**config.mk**
```make
export PLATFORM = sky130hd
export DESIGN_NAME = rmf_ram
export DESIGN_NICKNAME = d
export VERILOG_FILES = /design/src/design/rmf_ram.sv
export SDC_FILE = /design/constraint.sdc
export NUM_CORES = 1
export LEC_CHECK = 0
export ABC_AREA = 1
export BUFFER_PORTS_ARGS = -buffer_cell sky130_fd_sc_hd__buf_4
export CAP_MARGIN = 40
export CELL_PAD_IN_SITES_DETAIL_PLACEMENT = 1
export CELL_PAD_IN_SITES_GLOBAL_PLACEMENT = 1
export CORE_MARGIN = 2
export CORE_UTILIZATION = 35
export DETAILED_ROUTE_END_ITERATION = 8
export PLACE_DENSITY = 0.62
export SLEW_MARGIN = 20
export SYNTH_ARGS = -nofsm -noshare
export SYNTH_HDL_FRONTEND = slang
export SYNTH_SLANG_ARGS = --single-unit
```
**constraint.sdc**
```tcl
create_clock -name clk -period 2.9 [get_ports clk]
set_input_delay 0.58 -clock clk [delete_from_list [all_inputs] [get_ports clk]]
set_output_delay 0.58 -clock clk [all_outputs]
set_load 0.03 [all_outputs]
```
**src/design/rmf_ram.sv**
```systemverilog
module rmf_ram #(
  parameter int WIDTH = 8,
  parameter int DEPTH = 16
) (
  input  logic                     clk,
  input  logic                     wr_en,
  input  logic [$clog2(DEPTH)-1:0] wr_addr,
  input  logic [WIDTH-1:0]         wr_data,
  input  logic [$clog2(DEPTH)-1:0] rd_addr,
  output logic [WIDTH-1:0]         rd_data
);

  logic [WIDTH-1:0] mem [DEPTH];
  logic [WIDTH-1:0] rd_data_r;

  always_ff @(posedge clk) begin
    if (wr_en) begin
      mem[wr_addr] <= wr_data;
    end
    rd_data_r <= mem[rd_addr];
  end

  assign rd_data = rd_data_r;

endmodule

```
After elaboration in Yosys (flattened, before gate mapping)
Memory sizes are Yosys's and may differ from the RTL's. A register that Yosys moved wholly into a read port is not among the register bits.
Index checks and enable logic that the tools add are counted.
{ "totals": {"register_bits": 0, "ramBits": 128, "inputBits": 18, "out_inout_bits": 8, "wordCells": 3, "n_memories": 1} }
{ "classes": {"n_mux": 2} }
{ "mem_list": {"columns": ["name", "depth", "word_bits", "read_ports", "rd_ports_with_merged_regs", "wr", "line", "text"], "rows": [
  ["mem", 16, 8, 1, 1, 1, "13", "logic [WIDTH-1:0] mem [DEPTH];"]
]} }
{ "ops": {"columns": ["operator", "count"], "rows": [
  ["1-bit 2-to-1 mux", 2]
]} }

Longest topological paths before layout
Gate-level depths: netlist (run 1).
{ "depth": {"ltp_word": 2, "ltp_mapped": 8, "depth_no_buf": 7} }

Worst setup path before layout (run 1)
Ideal clock, no wire load.
{ "synth_path": {"path_kind": "in2reg", "start": "input wr_addr[2]", "end": "memory mem[10][0], enable pin", "setup_time_ps": 370, "arrival_ps": 1161, "t_required_ps": 2530, "setup_slack_ps": 1369, "path_stages": 2, "n_path_buf": 0, "path_cell_list": "nand3b_1 nor2_1"} }
{ "synth_rtl": {"columns": ["item", "line", "text"], "rows": [
  ["start, declared", "7", "input logic [$clog2(DEPTH)-1:0] wr_addr,"],
  ["end, declared", "13", null]
]} }
Straight into the memory's write port.

==> qor.csv, run 1 <==
metric;value;unit
clock share of power;0.494;
Reg clk slew, reported paths;60;ps
CTS Buf Count;17;
fin cells;811;
RSZ-0062 raised after global routing;no;
minimum clock period after layout;1620;ps
biggest area consumer among synthesized cells;edfxtp_1;
worst-margin pin slew;801.8;ps
antenna viol nets, final;0;
switch share;0.2088;
drt pass-1 iters;4;
WS Path Type;input pin to register;
nets;600;
Congestion Overflow GR;0;
total wire length;14730;um
Starting Density;0.3604;
Worst Slack Setup Final;1280;ps
post-synthesis register bit count;136;
Starting DRT DRC Count;296;
clk_skew;12.76;ps
drt drc;0;
root buf cell;clkbuf_16;
sequential area share after synthesis;0.6943;
H-tree levels;4;
DR vias/cell;4.716;
multi-input logic area;0.001214;sq mm
worst rel slew slack;0.4635;
die extent in x;132.4;um
Setup WS pre-CTS;865.0;ps
Tot GR Track Use;0.1799;
R2R Setup Slk;1790;ps
core area;0.01600;sq mm
Setup violations, final;0;
worst vdd rail ir drop;0.4341;mV
CTS tree;yes;
die area;0.01752;sq mm
initial antenna violation count;0;
Crit path required time;3210;ps
Min-Delay Path Class;input pin to register;
startpoint types;input pin;
post-DP HPWL;8881;um
Cells after Synth;551;
Worst EP arrival;1930;ps
library cells used by synthesis;12;
Yosys Warn Count;0;
clock tree buffer depth;2;
post-synth top area share;0.6665;
fill cell count;1816;
crit path max fanout;64;
status;complete, no violations;
placed cell area;0.006153;sq mm
max cap viols;0;
Hold Buf Count CTS;0;
ANT cells;0;
P&R area growth vs syn;18.44;%
Post-CTS Setup Bufs;0;
Mapped Nets;569;
Core Rows;46;
DP Cell Count;779;
CTS resizes;0;
Fin. Hold Viols;0;
Peak Freq;617.3;MHz
total number of vias;3825;
final RePlAce weighted congestion;0.7652;
register area;0.004004;sq mm
synthesized area;0.005767;sq mm
later-pin clock latency in the skew report;420;ps
Final Cell Area;0.006830;sq mm
Combinational Power Share;0.062;
number of global-route vias before repair;4149;
synth top area cells;edfxtp_1 (67%), nand2_1 (11%), nand3_1 (8.4%), inv_1 (6.5%), dfxtp_1 (2.8%);
global-route wire length before repair;23340;um
# clock sinks;136;
I/O Buffers;25;
CP Capture Type;register;
share of cells above drive strength 1;0.1176;
fin crit share;0.5586;
Psw;0.001039;W
Ports;26;
largest net degree at the start of global routing;65;
Slew Limit Fails;0;
P_leak;2.926;nW
Post-Syn Area per Cell;10.47;sq um
Wirelength per Cell;18.16;um
die height;132.4;um
Flop pwr share;0.444;
setup TNS;0;ps
Int Power;0.003938;W
PwrDens;728.7;mW/mm^2
[sequential cells by signal (all words and copies together), names as in the netlist]
register  count
mem         128
rd_data       8
[cell usage after synthesis, drive strengths merged]
cell,n
nand3b,2
dfxtp,8
nand2,173
inv,102
edfxtp,128
buf,24
nor2,17
nand3,97
[routing by layer]
metal	global-route usage	vias to the layer above	share of wire
met1	0.2348	1881	0.44
li1	-	1830	-
met4	0.07348	0	0.011
met2	0.2930	104	0.49
met5	0	-	0
met3	0.03768	10	0.059
[power by group through the flow]
| stage | sequential [W] | clock, W | combinational, W |
|---|---|---|---|
| after global placement | 0.00225 | 0 | 0.000306 |
| after CTS | 0.00221 | 0.00249 | 0.000316 |
| after floorplan | 0.00227 | 0 | 0.000155 |
| final | 0.00221 | 0.00246 | 0.000310 |
| after detailed placement | 0.00225 | 0 | 0.000313 |
| after global routing | 0.00221 | 0.00256 | 0.000346 |
[worst paths after layout]
kind / startpoint / endpoint / cells after the start
min reg2reg: mem[15][7] / rd_data[7] / 6
max: rd_addr[0] / rd_data[5] / 7
min: rd_addr[3] / rd_data[7] / 3
max reg2reg: mem[7][6] / rd_data[6] / 6
[cell type report]
class | count | area share
Sequential cell | 136 | 0.5862
Multi-Input combinational cell | 289 | 0.1777
Clock buffer | 19 | 0.06631
Inverter | 102 | 0.05605
Timing Repair Buffer | 36 | 0.04140
Tap cell | 216 | 0.03957
Clock inverter | 13 | 0.03279
[placed cells by master, fill, tap and decap left out, drive strengths merged]
master / netlist / layout
buf: 24 / 36
bufinv: 0 / 6
clkbuf: 0 / 19
clkinv: 0 / 5
clkinvlp: 0 / 2
dfxtp: 8 / 8
edfxtp: 128 / 128
inv: 102 / 102
nand2: 173 / 173
nand3: 97 / 97
nand3b: 2 / 2
nor2: 17 / 17
[kinds of logic after synthesis]
logic type    synth area share
buf+inv                0.09525
simple gates            0.2105
flops                   0.6943
[critical path, stage by stage]
cell     delay, ps
buf_4           90
buf_4          550
nand2_1        140
nand3_1        120
nand3_1        150
nand3_1        190
nand2_1         60
[through the flow]
| step | total power [W] | hold slack [ps] | util |
|---|---|---|---|
| floorplan | 0.002430 | 607.4 | - |
| CTS | 0.005019 | 484.2 | 0.4269 |
| finish | 0.004978 | 501.1 | 0.4269 |
| global placement | 0.002557 | 660.6 | 0.3846 |
| detailed placement | 0.002566 | 671.0 | 0.3846 |
| global route | 0.005122 | 517.6 | 0.4269 |
No activity file was read; power rests on OpenSTA's default activity.
==> run 2, diff against run 1 <==
PLACE_DENSITY = 0.64   (was 0.62)
clock period = 1.34 ns   (was 2.9 ns; I/O delays follow)
==> qor.csv, run 2 (synthesis results as in run 1) <==
metric;value;unit;change
status;complete, no violations;;unchanged
Ports;26;;unchanged
clock tree buffer depth;2;;unchanged
Crit path required time;1070;ps;was 3210 ps
WS Path Type;register to output pin;;was input pin to register
CTS tree;yes;;unchanged
final RePlAce weighted congestion;0.7703;;was 0.7652
die area;0.01752;sq mm;unchanged
drt drc;0;;unchanged
ANT cells;0;;unchanged
nets;619;;was 600
startpoint types;register;;was input pin
DP Cell Count;798;;was 779
slowest stage delay, CP;390;ps;was 550 ps
Reg with most FFs;mem;;unchanged
crit-path cells;buf_4;;was buf_4, buf_4, nand2_1, nand3_1, nand3_1, nand3_1, nand2_1
CP Capture Type;output pin;;was register
H-tree levels;4;;unchanged
worst rel slew slack;0.7651;;was 0.4635
fill cell count;1833;;was 1816
Wirelength per Cell;18.00;um;was 18.16 um
register area;0.004004;sq mm;unchanged
Slew Limit Fails;0;;unchanged
share of cells above drive strength 1;0.1387;;was 0.1176
Fin. Hold Viols;0;;unchanged
Core Rows;46;;unchanged
die extent in x;132.4;um;unchanged
total power;0.01022;W;was 0.004978 W
DR vias/cell;4.698;;was 4.716
setup TNS;0;ps;unchanged
total wire length;14920;um;was 14730 um
Hold Buf Count CTS;0;;unchanged
most frequent cells in the layout;nand2_1 (173), edfxtp_1 (128), inv_1 (100), nand3_1 (97), buf_4 (48);;was nand2_1 (173), edfxtp_1 (128), inv_1 (100), nand3_1 (97), buf_4 (35)
Worst Slack Setup Final;81.83;ps;was 1280 ps
fin crit share;0.9389;;
Congestion Overflow GR;0;;unchanged
drt pass-1 iters;4;;unchanged
most common cell after layout, fill and taps aside;nand2_1;;unchanged
later-pin clock latency in the skew report;420;ps;about the same
CTS Buf Count;17;;unchanged
placed cell area;0.006371;sq mm;was 0.006153 sq mm
max cap viols;0;;unchanged
Starting DRT DRC Count;213;;was 296
core area;0.01600;sq mm;unchanged
Worst EP arrival;990;ps;was 1930 ps
worst-margin pin slew;351.9;ps;was 801.8 ps
CTS resizes;0;;unchanged
P&R area growth vs syn;20.85;%;was 18.44%
clk_skew;7.482;ps;was 12.76 ps
minimum clock period after layout;1258;ps;
R2R cell count;6;;unchanged
Peak Freq;794.8;MHz;
number of global-route vias before repair;4041;;was 4149
P_leak;3.011;nW;was 2.926 nW
die height;132.4;um;unchanged
largest net degree at the start of global routing;38;;was 65
Min-Delay Path Class;input pin to register;;unchanged
Worst Path Buf+Inv;1;;was 2
initial antenna violation count;0;;unchanged
root buf cell;clkbuf_16;;unchanged
I/O Buffers;25;;unchanged
PwrDens;1467;mW/mm^2;was 728.7 mW/mm^2
Final Cell Area;0.006969;sq mm;was 0.006830 sq mm
Setup WS pre-CTS;-84.87;ps;was 865.0 ps
CP max stage cell;dfxtp_1;;was buf_4
crit path max fanout;1;;was 64
multi-input logic area;0.001214;sq mm;unchanged
post-DP HPWL;9626;um;was 8881 um
fin cells;829;;was 811
Setup violations, final;0;;unchanged
Post-CTS Setup Bufs;0;;unchanged
RSZ-0062 raised after global routing;no;;unchanged
# clock sinks;136;;unchanged
Starting Density;0.3604;;unchanged
Worst Hold Depth;3;;unchanged
total number of vias;3895;;was 3825
flip-flop count of the largest register after layout;128;;unchanged
global-route wire length before repair;23150;um;was 23340 um
worst vdd rail ir drop;0.9180;mV;was 0.4341 mV
antenna viol nets, final;0;;unchanged
Top delay family on crit path;flip-flops;;was simple AND/OR/NAND/NOR gates
Crit path depth;1;;was 7
Reg clk slew, reported paths;50;ps;was 60 ps
Tot GR Track Use;0.1798;;was 0.1799
-- run 2: cell type report --
| class | instances | area share |
|---|---|---|
| multi-input combinational | 289 | 0.1741 |
| clock buffer | 22 | 0.06804 |
| tap | 216 | 0.03878 |
| sequential | 136 | 0.5745 |
| clock inverter | 9 | 0.01777 |
| inverter | 102 | 0.05494 |
| timing repair buffer | 55 | 0.07181 |
-- run 2: final timing paths --
| path | slack, ps | to | start |
|---|---|---|---|
| max | 80 | rd_data[7] | rd_data[7] |
| min | 190 | rd_data[6] | rd_addr[3] |
| max reg2reg | 260 | rd_data[6] | mem[0][6] |
| min reg2reg | 680 | rd_data[6] | mem[14][6] |
-- run 2: where the power goes --
part           switching, W  internal (W)
combinational      0.000488      0.000242
clock               0.00166       0.00304
sequential        0.0000316       0.00476
-- run 2: metal layers --
| metal | GRT usage | vias up | wire, um |
|---|---|---|---|
| li1 | - | 1871 | - |
| met1 | 0.2378 | 1927 | 6790 |
| met2 | 0.2884 | 74 | 7129 |
| met3 | 0.04152 | 23 | 632 |
| met4 | 0.06870 | 0 | 367 |
| met5 | 0 | - | 0 |
-- run 2: metrics by stage --
stage	hold slack [ps]	util
final	190.5	0.4356
after global routing	201.4	0.4356
after CTS	186.1	0.4356
after detailed placement	620.9	0.3982
after global placement	615.4	0.3982
after floorplan	366.9	-
